## src/hw/rtl/gte_pkg.sv

```systemverilog
// Graph traversal engine package: shared constants, payload types,
// controller states and the command/status structs between ctrl and datapath.
// No dependencies.
package gte_pkg;

  localparam int MaxNodes     = 64;
  localparam int MaxHalfEdges = 256;
  localparam int NodeW        = 6;
  localparam int CountW       = 7;
  localparam int AddrW        = 3;
  localparam int DataW        = 32;

  localparam logic [AddrW-1:0] RegNodeCountAddr = 3'd0;
  localparam logic [CountW-1:0] NodeCountReset  = 7'd64;

  typedef enum logic [1:0] {
    ACT_ADD   = 2'd0,
    ACT_BFS   = 2'd1,
    ACT_DFS   = 2'd2,
    ACT_CLEAR = 2'd3
  } action_e;

  typedef enum logic [1:0] {
    ST_NODE    = 2'd0,
    ST_OK      = 2'd1,
    ST_REJECT  = 2'd2,
    ST_BAD_SRC = 2'd3
  } status_e;

  typedef struct packed {
    logic [1:0]       action;
    logic [NodeW-1:0] node_a;
    logic [NodeW-1:0] node_b;
  } in_t;

  typedef struct packed {
    logic [NodeW-1:0] visited_node;
    logic [1:0]       status;
    logic             last;
  } out_t;

  typedef enum logic [4:0] {
    S_IDLE,
    S_DECODE,
    S_ADD1_RD,
    S_ADD1_WR,
    S_ADD2_RD,
    S_ADD2_WR,
    S_EMIT_OK,
    S_EMIT_REJ,
    S_EMIT_BAD,
    S_BFS_POP,
    S_BFS_LOAD,
    S_BFS_EMIT,
    S_BFS_EDGE,
    S_BFS_VISIT,
    S_DFS_INIT,
    S_DFS_TOP,
    S_DFS_POS,
    S_DFS_EDGE,
    S_DFS_VISIT,
    S_DFS_PUSH,
    S_FINISH
  } state_e;

  typedef struct packed {
    logic    take_in;
    logic    trav_init;
    logic    add_entry;
    logic    add_link;
    logic    add_second;
    logic    clear_graph;
    logic    emit_status;
    status_e status;
    logic    fifo_pop;
    logic    load_cur;
    logic    shift_pend;
    logic    e_from_head;
    logic    edge_read;
    logic    bfs_visit;
    logic    dfs_init_pos;
    logic    pos_read;
    logic    e_from_pos;
    logic    sp_pop;
    logic    dfs_visit;
    logic    dfs_push;
    logic    emit_final;
  } cmd_t;

  typedef struct packed {
    logic [1:0] act;
    logic       add_ok;
    logic       src_ok;
    logic       fifo_empty;
    logic       e_null;
    logic       nb_ok;
    logic       sp_zero;
    logic       out_free;
    logic       pend_vld;
  } stat_t;

endpackage

```

## src/hw/rtl/gte_ctrl.sv

```systemverilog
// Controller state machine for the graph traversal engine.
// Depends on gte_pkg; drives cmd_t to gte_dp and reads its stat_t.
module gte_ctrl (
  input  logic            clk_i,
  input  logic            rst_ni,
  input  logic            in_valid_i,
  output logic            in_stall_o,
  input  gte_pkg::stat_t  stat_i,
  output gte_pkg::cmd_t   cmd_o
);

  gte_pkg::state_e state_q, state_d;

  always_ff @(posedge clk_i or negedge rst_ni) begin
    if (!rst_ni) begin
      state_q <= gte_pkg::S_IDLE;
    end else begin
      state_q <= state_d;
    end
  end

  always_comb begin
    state_d = state_q;
    case (state_q)
      gte_pkg::S_IDLE: begin
        if (in_valid_i) state_d = gte_pkg::S_DECODE;
      end
      gte_pkg::S_DECODE: begin
        case (gte_pkg::action_e'(stat_i.act))
          gte_pkg::ACT_ADD:   state_d = stat_i.add_ok ? gte_pkg::S_ADD1_RD
                                                      : gte_pkg::S_EMIT_REJ;
          gte_pkg::ACT_CLEAR: state_d = gte_pkg::S_EMIT_OK;
          gte_pkg::ACT_BFS:   state_d = stat_i.src_ok ? gte_pkg::S_BFS_POP
                                                      : gte_pkg::S_EMIT_BAD;
          gte_pkg::ACT_DFS:   state_d = stat_i.src_ok ? gte_pkg::S_DFS_INIT
                                                      : gte_pkg::S_EMIT_BAD;
          default:            state_d = gte_pkg::S_IDLE;
        endcase
      end
      gte_pkg::S_ADD1_RD: state_d = gte_pkg::S_ADD1_WR;
      gte_pkg::S_ADD1_WR: state_d = gte_pkg::S_ADD2_RD;
      gte_pkg::S_ADD2_RD: state_d = gte_pkg::S_ADD2_WR;
      gte_pkg::S_ADD2_WR: state_d = gte_pkg::S_EMIT_OK;
      gte_pkg::S_EMIT_OK, gte_pkg::S_EMIT_REJ, gte_pkg::S_EMIT_BAD,
      gte_pkg::S_FINISH: begin
        if (stat_i.out_free) state_d = gte_pkg::S_IDLE;
      end
      gte_pkg::S_BFS_POP: begin
        state_d = stat_i.fifo_empty ? gte_pkg::S_FINISH : gte_pkg::S_BFS_LOAD;
      end
      gte_pkg::S_BFS_LOAD: state_d = gte_pkg::S_BFS_EMIT;
      gte_pkg::S_BFS_EMIT: begin
        if (stat_i.out_free || !stat_i.pend_vld) state_d = gte_pkg::S_BFS_EDGE;
      end
      gte_pkg::S_BFS_EDGE: begin
        state_d = stat_i.e_null ? gte_pkg::S_BFS_POP : gte_pkg::S_BFS_VISIT;
      end
      gte_pkg::S_BFS_VISIT: state_d = gte_pkg::S_BFS_EDGE;
      gte_pkg::S_DFS_INIT:  state_d = gte_pkg::S_DFS_TOP;
      gte_pkg::S_DFS_TOP: begin
        state_d = stat_i.sp_zero ? gte_pkg::S_FINISH : gte_pkg::S_DFS_POS;
      end
      gte_pkg::S_DFS_POS: state_d = gte_pkg::S_DFS_EDGE;
      gte_pkg::S_DFS_EDGE: begin
        state_d = stat_i.e_null ? gte_pkg::S_DFS_TOP : gte_pkg::S_DFS_VISIT;
      end
      gte_pkg::S_DFS_VISIT: begin
        state_d = stat_i.nb_ok ? gte_pkg::S_DFS_PUSH : gte_pkg::S_DFS_TOP;
      end
      gte_pkg::S_DFS_PUSH: begin
        if (stat_i.out_free) state_d = gte_pkg::S_DFS_TOP;
      end
      default: state_d = gte_pkg::S_IDLE;
    endcase
  end

  always_comb begin
    cmd_o = '0;
    cmd_o.status = gte_pkg::ST_OK;
    case (state_q)
      gte_pkg::S_IDLE: cmd_o.take_in = in_valid_i;
      gte_pkg::S_DECODE: begin
        cmd_o.clear_graph = (gte_pkg::action_e'(stat_i.act) == gte_pkg::ACT_CLEAR);
        cmd_o.trav_init   = stat_i.src_ok &&
                            (gte_pkg::action_e'(stat_i.act) == gte_pkg::ACT_BFS ||
                             gte_pkg::action_e'(stat_i.act) == gte_pkg::ACT_DFS);
      end
      gte_pkg::S_ADD1_RD: cmd_o.add_entry = 1'b1;
      gte_pkg::S_ADD1_WR: cmd_o.add_link = 1'b1;
      gte_pkg::S_ADD2_RD: begin
        cmd_o.add_entry  = 1'b1;
        cmd_o.add_second = 1'b1;
      end
      gte_pkg::S_ADD2_WR: begin
        cmd_o.add_link   = 1'b1;
        cmd_o.add_second = 1'b1;
      end
      gte_pkg::S_EMIT_OK: begin
        cmd_o.emit_status = stat_i.out_free;
        cmd_o.status      = gte_pkg::ST_OK;
      end
      gte_pkg::S_EMIT_REJ: begin
        cmd_o.emit_status = stat_i.out_free;
        cmd_o.status      = gte_pkg::ST_REJECT;
      end
      gte_pkg::S_EMIT_BAD: begin
        cmd_o.emit_status = stat_i.out_free;
        cmd_o.status      = gte_pkg::ST_BAD_SRC;
      end
      gte_pkg::S_BFS_POP:  cmd_o.fifo_pop = !stat_i.fifo_empty;
      gte_pkg::S_BFS_LOAD: cmd_o.load_cur = 1'b1;
      gte_pkg::S_BFS_EMIT: begin
        cmd_o.shift_pend  = stat_i.out_free || !stat_i.pend_vld;
        cmd_o.e_from_head = stat_i.out_free || !stat_i.pend_vld;
      end
      gte_pkg::S_BFS_EDGE:  cmd_o.edge_read = !stat_i.e_null;
      gte_pkg::S_BFS_VISIT: cmd_o.bfs_visit = 1'b1;
      gte_pkg::S_DFS_INIT:  cmd_o.dfs_init_pos = 1'b1;
      gte_pkg::S_DFS_TOP:   cmd_o.pos_read = !stat_i.sp_zero;
      gte_pkg::S_DFS_POS:   cmd_o.e_from_pos = 1'b1;
      gte_pkg::S_DFS_EDGE: begin
        cmd_o.sp_pop    = stat_i.e_null;
        cmd_o.edge_read = !stat_i.e_null;
      end
      gte_pkg::S_DFS_VISIT: cmd_o.dfs_visit = 1'b1;
      gte_pkg::S_DFS_PUSH: begin
        cmd_o.shift_pend = stat_i.out_free;
        cmd_o.dfs_push   = stat_i.out_free;
      end
      gte_pkg::S_FINISH: cmd_o.emit_final = stat_i.out_free;
      default: cmd_o = '0;
    endcase
  end

  assign in_stall_o = (state_q != gte_pkg::S_IDLE);

endmodule

```

## config.mk

```make
export PLATFORM = sky130hd
export DESIGN_NAME = gte_ctrl
export DESIGN_NICKNAME = d
export VERILOG_FILES = /design/src/hw/rtl/gte_pkg.sv /design/src/hw/rtl/gte_ctrl.sv
export SDC_FILE = /design/constraint.sdc
export NUM_CORES = 1
export LEC_CHECK = 0
export ABC_AREA = 1
export BUFFER_PORTS_ARGS = -buffer_cell sky130_fd_sc_hd__buf_2
export CORE_MARGIN = 5
export CORE_UTILIZATION = 40
export CTS_CLUSTER_DIAMETER = 100
export DETAILED_ROUTE_END_ITERATION = 10
export GPL_ROUTABILITY_DRIVEN = 0
export PLACE_DENSITY = 0.67
export SETUP_SLACK_MARGIN = 0.15
export SYNTH_ARGS = -nofsm -noshare
export SYNTH_HDL_FRONTEND = slang
export SYNTH_SLANG_ARGS = --single-unit
```

## constraint.sdc

```tcl
create_clock -name clk_i -period 3.5 [get_ports clk_i]
set_clock_uncertainty 0.15 [all_clocks]
set_input_delay 0.175 -clock clk_i [delete_from_list [all_inputs] [get_ports clk_i]]
set_output_delay 0.175 -clock clk_i [all_outputs]
set_load 0.05 [all_outputs]
```

======== Word level (Yosys, flattened, before mapping) ========
Index checks and enable logic that the tools add are counted.
storage, ports and cells
  bits in latches ......................... 0
  word-level logic and storage cells ...... 79
  flip-flop bits (word level) ............. 5
  bits in writable memories ............... 0
  memories ................................ 0
  output and inout bits ................... 23
  bits of input ports ..................... 13
  ROM bits ................................ 0
cells by class
  reduce and logical (&&, ||, !) cells .... 17
  div/mod/pow operators ................... 0
  order comparisons ....................... 0
  shift operators ......................... 0
  bitwise gates (word level) .............. 0
  add/subtract/negate cells ............... 0
  multipliers ............................. 0
  multiplexer cells ....................... 34
  eq/ne operators ......................... 27
operators by type and width
  cell                                                                   count
  5-bit one-hot mux with 18 select lines                                 1
  5-bit by 4-bit equality test with 1-bit output, second input constant  8
  5-bit two-way mux                                                      7
  5-bit equality test, second input constant                             5
  5-bit by 3-bit equality test with 1-bit output, second input constant  4
  5-bit one-hot mux with 4 select lines                                  1
  1-bit two-way mux                                                      19
  18-bit OR reduction                                                    1
  3-bit two-way mux                                                      4
  3-bit one-hot mux with 4 select lines                                  1
  5-bit by 2-bit equality test with 1-bit output, second input constant  2
  2-bit inequality test, second input constant                           4
  2-bit OR reduction                                                     4
  5-bit by 1-bit equality test with 1-bit output, second input constant  1
  5-bit zero test                                                        1
  5-bit nonzero test                                                     1
  2-bit equality test, second input constant                             2
  1-bit zero test                                                        4
  4-bit AND reduction                                                    1
  4-bit OR reduction                                                     1
  2-bit by 1-bit equality test with 1-bit output, second input constant  1
  2-bit zero test                                                        1
  1-bit logical OR                                                       2
  1-bit one-hot mux with 2 select lines                                  1
  1-bit logical AND                                                      1

======== Logic depth before layout (Yosys ltp) ========
Gate-level depths: netlist of the first run.
  depth after elaboration ................. 4
  depth in mapped cells ................... 10
  gate-level depth less buffers ........... 10

======== Worst setup path before layout of the first run ========
OpenSTA, ideal clock, no wires.
  kind .................................... reg2out
  from .................................... reg state_q[3]
  to ...................................... out cmd_o[15] (netlist name)
  cell stages (with the launch flop) ...... 8
  data required time ...................... 3,175 ps
  path buffers ............................ 0
  data arrival time ....................... 2,737 ps
  slack ................................... 438 ps
  cell sequence ........................... dfrtp_1 inv_1 nand2_1 nor2_1 inv_1 o21ai_0 nor2_1 nor2_1
RTL lines
  what                    RTL line        source
  from (decl)             gte_ctrl.sv:12  gte_pkg::state_e state_q, state_d;
  from (signal assigned)  gte_ctrl.sv:16  state_q <= gte_pkg::S_IDLE;
  from (signal assigned)  gte_ctrl.sv:18  state_q <= state_d;
  to (decl)               gte_ctrl.sv:9   output gte_pkg::cmd_t cmd_o

==> results of run 1 <==
==> through the flow <==
stage               power, mW  std cells  hold slack, ns  setup WS [ns]
global placement       0.8772        232         -0.1585          1.626
CTS                    0.9535        237          0.1291          1.331
floorplan              0.7250        171         -0.2706         0.4383
detailed placement     0.8822        232         -0.1510          1.595
global route            1.040        237          0.1503          1.150
finish                 0.9497        237          0.1290          1.326
==> layout make-up <==
type | count | share of cell area (%)
clock buffers | 4 | 2.378
repair buffers | 36 | 16.76
inverters | 31 | 10.53
flip-flops and latches | 5 | 11.33
well taps | 27 | 3.058
multi-input cells | 134 | 55.95
==> per-layer routing <==
layer | track usage (%) | vias to the layer above | part of all wire (%)
met4 | 5.424 | 0 | 1.7
met5 | 0 | - | 0
li1 | - | 602 | -
met2 | 27.23 | 46 | 45
met3 | 3.211 | 4 | 7.4
met1 | 21.99 | 499 | 45
==> cells in the final DEF, fill, tap and decap left out, types with 4 or more instances in the layout <==
master and count:
buf_2 35, nand2_1 54, nor2_1 41, nand3_1 14
ha_1 4, o21ai_0 4, inv_1 29, dfrtp_1 5
==> path summary, 6_finish.rpt <==
kind,slack [ns],start,endpoint,cells past startpoint
min in group clk_i,0.20,stat_i[3],state_q[4]$_DFFE_PN0P_,5
worst max-delay path,1.33,state_q[1]$_DFFE_PN0P_,cmd_o[13],8
worst min register to register,0.41,state_q[4]$_DFFE_PN0P_,state_q[4]$_DFFE_PN0P_,2
worst max register to register,1.74,state_q[2]$_DFFE_PN0P_,state_q[2]$_DFFE_PN0P_,9
worst min-delay path,0.13,rst_ni,state_q[2]$_DFFE_PN0P_,2
max in group asynchronous,2.94,rst_ni,state_q[0]$_DFFE_PN0P_,2
==> kinds of logic (layout without fill, tap and decap cells) <==
logic type / count (synthesis) / count (layout) / synth area share, %
adder cells (fa/ha/maj): 4 / 4 / 5.747
AO/OA/AOI/OAI: 9 / 9 / 5.604
flip-flops: 5 / 5 / 14.37
buffers and inverters: 32 / 71 / 14.65
AND/OR/NAND/NOR: 121 / 121 / 59.63
==> where the power goes <==
part           switching (mW)  total, mW  internal [mW]
registers              0.0441      0.129         0.0846
clock network          0.0224     0.0654         0.0430
logic                   0.560      0.755          0.195
==> metrics.md, run 1 <==
| Metric | Value |
|---|---|
| Status | `finished clean` |
| Grt total ovfl | `0` |
| Commonest cells in the netlist | `nand2_1, nor2_1, inv_1` |
| First-pass DRT Iterations | `4` |
| VDD IR max | `0.5010 mV` |
| Fin. max-slew vios | `0` |
| Setup TNS | `0 ns` |
| Max Cap Viol | `0` |
| Endpoints failing hold | `0` |
| Max clock buf depth | `2` |
| Cell Chain, Critical Path | `nor2_1 -> inv_2 -> nor2_1 -> inv_1 -> nand4_1 -> nor2_1 -> nand4_1 -> buf_2` |
| # rows | `16` |
| Num CTS Buffers | `3` |
| Syn_area_per_cell | `5.093 um^2` |
| Critical path class | `reg2out` |
| Fraction of layout cells with a size suffix above 1 | `21.43%` |
| Unrepaired setup endpoints after global routing | `false` |
| Buf+Inv Stages, Crit Path | `3` |
| Synth area leader | `nand2_1` |
| Initial antenna violation count | `0` |
| Clock Sinks | `5` |
| Largest regs | `state_q: 5 flops` |
| Initial Utilization | `43.07%` |
| Worst path required time | `3.17 ns` |
| Register area | `125.1 um^2` |
| DRT Wirelength | `2.577 mm` |
| Final period util | `62.12%` |
| Peak Freq | `459.9 MHz` |
| Post-route cell area | `1105 um^2` |
| Cts repair resizes | `0` |
| Most common cell in the netlist | `nand2_1` |
| Post-CTS Setup Repair Bufs | `0` |
| CTS tree | `yes` |
| Synth top area cells | `nand2_1, nor2_1, dfrtp_1, inv_1, nand3_1` |
| Routed len/inst | `10.87 um` |
| Cell Area, Synth | `870.8 um^2` |
| Overall routing resource usage | `16.75%` |
| Syn-to-layout area delta | `26.87%` |
| Unique masters post-synth | `19` |
| Cell mode on critical path | `nor2_1` |
| Crit path time final | `2.174 ns` |
| Final setup viols | `0` |
| Chip Height | `56.66 um` |
| Die area | `3210 um^2` |
| Sequential fraction of the synthesis area | `14.37%` |
| 1st-iter DRT viols | `24` |
| Slowest cell on the critical path | `dfrtp_1` |
| Net Count, Synth | `188` |
| Core Box Area | `2022 um^2` |
| Avg Vias per Cell | `4.857` |
| HP Class | `in2async` |
| Largest reg by FF count | `state_q` |
| Area of the multi-input gates | `618.1 um^2` |
| First-pass GRT wire length | `4.464 mm` |
| Main synth FF type | `dfrtp_1` |
| IO Pins | `36` |
| PortBufs | `35` |
| Startpoint types | `flip-flop` |
| Placed cell areas | `1069 um^2` |
| Final ANT Viol Nets | `0` |
| Largest delay share family, worst path | `simple AND/OR/NAND/NOR gates` |
| Arrival @ worst endpoint | `1.85 ns` |
| Vias in the first global route | `1053` |
| CP max stage delay | `0.46 ns` |
| Pwr/cell area | `859.6 nW/um^2` |
| Fill cell count | `223` |
| Die width | `56.66 um` |
| Pin count of the biggest net entering global routing | `9` |
| Post-synthesis instance total | `171` |
| Vias | `1151` |
| Pleak | `0.7541 nW` |
| Final #Nets | `228` |
| Post-DP HPWL | `2.222 mm` |
| Clk Latency, worst-skew pair | `0.24 ns` |
| Normalized max-slew margin | `74.12%` |
| Share of the synthesized area in the top cell type | `23.28%` |
| CP endpoint kind | `output port` |
| Worst-path clk slew | `0.04 ns` |
| H-tree levels | `1` |
| Post-Route Utilization | `54.64%` |
| DRC viols | `0` |
| Synth Warn # | `0` |
| Synth async-reset ratio | `100.0%` |
| Post-synth EDFFs | `0` |
| Number of antenna diodes | `0` |
| Number of flip-flops in the largest register | `5` |
| Least-Margin Pin Slew | `0.3868 ns` |
| FF+latch count, synth | `5` |
| Post-CTS Hold Buffers | `1` |
| CTS root buf | `clkbuf_4` |
| Crit path max fanout | `8` |
Note: power is estimated with default switching activity, not from simulation.
==> inputs of run 2 (changes only) <==
--- a/config.mk
+++ b/config.mk
@@ -5,14 +5,14 @@
 export SDC_FILE = /design/constraint.sdc
 export NUM_CORES = 1
 export LEC_CHECK = 0
-export ABC_AREA = 1
+export ABC_AREA = 0
 export BUFFER_PORTS_ARGS = -buffer_cell sky130_fd_sc_hd__buf_2
 export CORE_MARGIN = 5
 export CORE_UTILIZATION = 40
 export CTS_CLUSTER_DIAMETER = 100
 export DETAILED_ROUTE_END_ITERATION = 10
 export GPL_ROUTABILITY_DRIVEN = 0
-export PLACE_DENSITY = 0.67
+export PLACE_DENSITY = 0.7
 export SETUP_SLACK_MARGIN = 0.15
 export SYNTH_ARGS = -nofsm -noshare
 export SYNTH_HDL_FRONTEND = slang
==> constraint.sdc (replaced) <==
create_clock -name clk_i -period 1.79 [get_ports clk_i]
set_clock_uncertainty 0.15 [all_clocks]
set_input_delay 0.0895 -clock clk_i [delete_from_list [all_inputs] [get_ports clk_i]]
set_output_delay 0.0895 -clock clk_i [all_outputs]
set_load 0.05 [all_outputs]
==> run 2 against run 1 <==
The run now ends with setup timing left. Utilization increased by 40 points. Clock-buffer cell count unchanged. Via count increased by 30%. Register-to-register slack got worse by 1.9 ns. Cell count decreased by 0.42%. Area after synthesis increased by 3.0%. Largest cell class unchanged. Largest power group unchanged.
==> metrics.md, run 2 <==
| Metric | Value |
|---|---|
| Status | `finished, violations left` |
| Failing checks | `setup timing` |
| Largest reg by FF count | `state_q` |
| H-tree levels | `1 (unchanged)` |
| VDD IR max | `1.487 mV (+200%)` |
| Unique masters post-synth | `45 (+26)` |
| Synth top area cells | `dfrtp_1, nor2_1, ha_1, o21ai_0, nand2_1` |
| Post-route cell area | `2046 um^2 (+85%)` |
| Number of antenna diodes | `0 (unchanged)` |
| Chip Height | `57.36 um (+1.2%)` |
| Clk Latency, worst-skew pair | `0.26 ns (+0.02 ns)` |
| Placed cell areas | `1456 um^2 (+36%)` |
| Grt total ovfl | `0 (unchanged)` |
| FF-to-FF setup slack | `-0.17 ns (-1.91 ns)` |
| Post-synth EDFFs | `0 (unchanged)` |
| Register area | `131.4 um^2 (+5.0%)` |
| DRT Wirelength | `5.688 mm (+120%)` |
| Largest regs | `state_q: 5 flops` |
| Avg Vias per Cell | `6.360 (+31%)` |
| Overall routing resource usage | `29.88% (+13 points)` |
| 1st-iter DRT viols | `120 (+400%)` |
| Final #Nets | `226 (-0.88%)` |
| Num CTS Buffers | `3 (unchanged)` |
| Initial antenna violation count | `0 (unchanged)` |
| Clock Sinks | `5 (unchanged)` |
| Syn-to-layout area delta | `128.0%` |
| # rows | `17 (+1)` |
| Most frequent cells in the layout | `buf_4, buf_6, buf_2` |
| Dpl ws | `-0.09150 ns (-1.686 ns)` |
| Sequential fraction of the synthesis area | `13.95% (-0.42 points)` |
| Cell Area, Synth | `897.1 um^2 (+3.0%)` |
| Commonest non-fill, non-tap cell in the layout | `buf_4` |
| Peak Freq | `509.6 MHz` |
| PortBufs | `35 (unchanged)` |
| Vias in the first global route | `1488 (+41%)` |
| Die width | `57.36 um (+1.2%)` |
| Worst path required time | `1.77 ns (-1.40 ns)` |
| Share of the synthesized area in the top cell type | `13.95% (-9.3 points)` |
| Fin. max-slew vios | `0 (unchanged)` |
| Net Count, Synth | `145 (-23%)` |
| CTS tree | `yes` |
| Number of flip-flops in the largest register | `5 (unchanged)` |
| Fraction of layout cells with a size suffix above 1 | `68.75% (+47 points)` |
| Final period util | `109.6%` |
| Pleak | `0.8777 nW (+16%)` |
| Endpoints failing hold | `0 (unchanged)` |
| Cell Chain, Critical Path | `nand3b_1 -> o211a_1 -> or3_4 -> o211ai_4 -> mux2_4` |
| CTS root buf | `clkbuf_4` |
| Final setup viols | `17 (+17)` |
| Final ANT Viol Nets | `0 (unchanged)` |
| Pwr/cell area | `1763 nW/um^2 (+110%)` |
| Synth Warn # | `0 (unchanged)` |
| Crit path max fanout | `7 (-1)` |
| Syn_area_per_cell | `7.009 um^2 (+38%)` |
| Area of the multi-input gates | `997.2 um^2 (+61%)` |
| Crit path time final | `1.962 ns` |
| Initial Utilization | `41.35% (-1.7 points)` |
| Post-Route Utilization | `94.29% (+40 points)` |
| CP endpoint kind | `flip-flop` |
| Worst-path clk slew | `0.05 ns (about the same)` |
| Routed len/inst | `24.10 um (+120%)` |
| Least-Margin Pin Slew | `0.5202 ns (+0.1334 ns)` |
| DRC viols | `0 (unchanged)` |
| First-pass DRT Iterations | `4 (unchanged)` |
| Setup TNS | `-1.233 ns (-1.233 ns)` |
| Synth area leader | `dfrtp_1` |
| First-pass GRT wire length | `7.534 mm (+69%)` |
| Post-DP HPWL | `2.641 mm (+19%)` |
| Most common cell in the netlist | `nor2_1` |
| Worst setup margin | `-0.1722 ns (-1.498 ns)` |
| Main synth FF type | `dfrtp_1` |
| FF+latch count, synth | `5 (unchanged)` |
| Max clock buf depth | `2 (unchanged)` |
| Fill cell count | `64 (-71%)` |
| HP Class | `in2async` |
| Synth async-reset ratio | `100.0% (unchanged)` |
| CP max stage delay | `0.48 ns (+0.02 ns)` |
| Critical path class | `reg2reg` |
| Post-synthesis instance total | `128 (-25%)` |
| Startpoint types | `flip-flop` |
| Commonest cells in the netlist | `nor2_1, nand2_1, o21ai_0` |
| Die area | `3290 um^2 (+2.5%)` |
| Slowest cell on the critical path | `dfrtp_2` |
| Normalized max-slew margin | `64.88% (-9.2 points)` |
| Vias | `1501 (+30%)` |
| Core Box Area | `2170 um^2 (+7.3%)` |
| IO Pins | `36 (unchanged)` |
| Arrival @ worst endpoint | `1.94 ns (+0.09 ns)` |
| Pin count of the biggest net entering global routing | `11 (+2)` |
| Unrepaired setup endpoints after global routing | `true` |
| Max Cap Viol | `0 (unchanged)` |
-- run 2: cells by family after synthesis --
logic type,count (synthesis),share of synthesized area (%)
buffers and inverters,15,8.507
AND/OR/NAND/NOR,72,46.72
multiplexers,1,1.673
flip-flops,5,13.95
adder cells (fa/ha/maj),4,5.579
AO/OA/AOI/OAI,30,22.59
XOR/XNOR,1,0.9765
-- run 2: power breakdown --
part / total [mW] / switching [mW] / internal, mW
combinational: 3.19 / 1.72 / 1.47
clock: 0.144 / 0.0591 / 0.0851
sequential: 0.272 / 0.101 / 0.171
total: 3.61 / 1.88 / 1.72
-- run 2: final cells by class --
type / instances / share of cell area [%]
timing repair buffer: 87 / 41.10
sequential: 5 / 6.422
clock buffer: 4 / 1.284
multi-input combinational: 108 / 48.75
inverter: 4 / 0.7339
tap: 28 / 1.713
-- run 2: layer usage --
metal | global-route usage (%) | share of wire [%] | vias to the layer above
li1 | - | - | 621
met1 | 34.15 | 35 | 719
met2 | 49.84 | 50 | 125
met3 | 9.276 | 8.5 | 36
met4 | 14.90 | 6.3 | 0
met5 | 0 | 0 | -
-- run 2: timing repair --
item                                   CTS  global route
hold buffers                             1             0
pin swaps                                7            10
gates resized for setup                 75            30
gates cloned                             1             0
endpoints found under the hold margin    5             0
setup endpoints to repair               27            28
setup buffers                           16             4
-- run 2: path summary, 6_finish.rpt --
path | start | to | depth (start not counted)
setup / recovery | state_q[4]$_DFFE_PN0P_ | state_q[0]$_DFFE_PN0P_ | 5
hold / removal | rst_ni | state_q[2]$_DFFE_PN0P_ | 2
setup reg to reg | state_q[4]$_DFFE_PN0P_ | state_q[0]$_DFFE_PN0P_ | 5
hold reg to reg | state_q[1]$_DFFE_PN0P_ | state_q[1]$_DFFE_PN0P_ | 2
max in group asynchronous | rst_ni | state_q[1]$_DFFE_PN0P_ | 2
min in group clk_i | stat_i[5] | state_q[4]$_DFFE_PN0P_ | 3
-- run 2: per-stage QoR --
stage                     hold WS (ns)  total power, mW  std cells
after global placement         -0.2404            2.290        210
final                          0.04996            3.606        236
after global routing           0.06808            3.735        236
after floorplan                -0.3561            1.707        128
after CTS                      0.03249            3.158        232
after detailed placement       -0.2376            2.330        210
-- run 2: worst max-delay path: cells and delay by family, from the launching register on --
kind,cells,cell delay (ns)
muxes,1,0.32
DFF,1,0.48
and+or+nand+nor,2,0.60
AOI/OAI and AO/OA,2,0.28
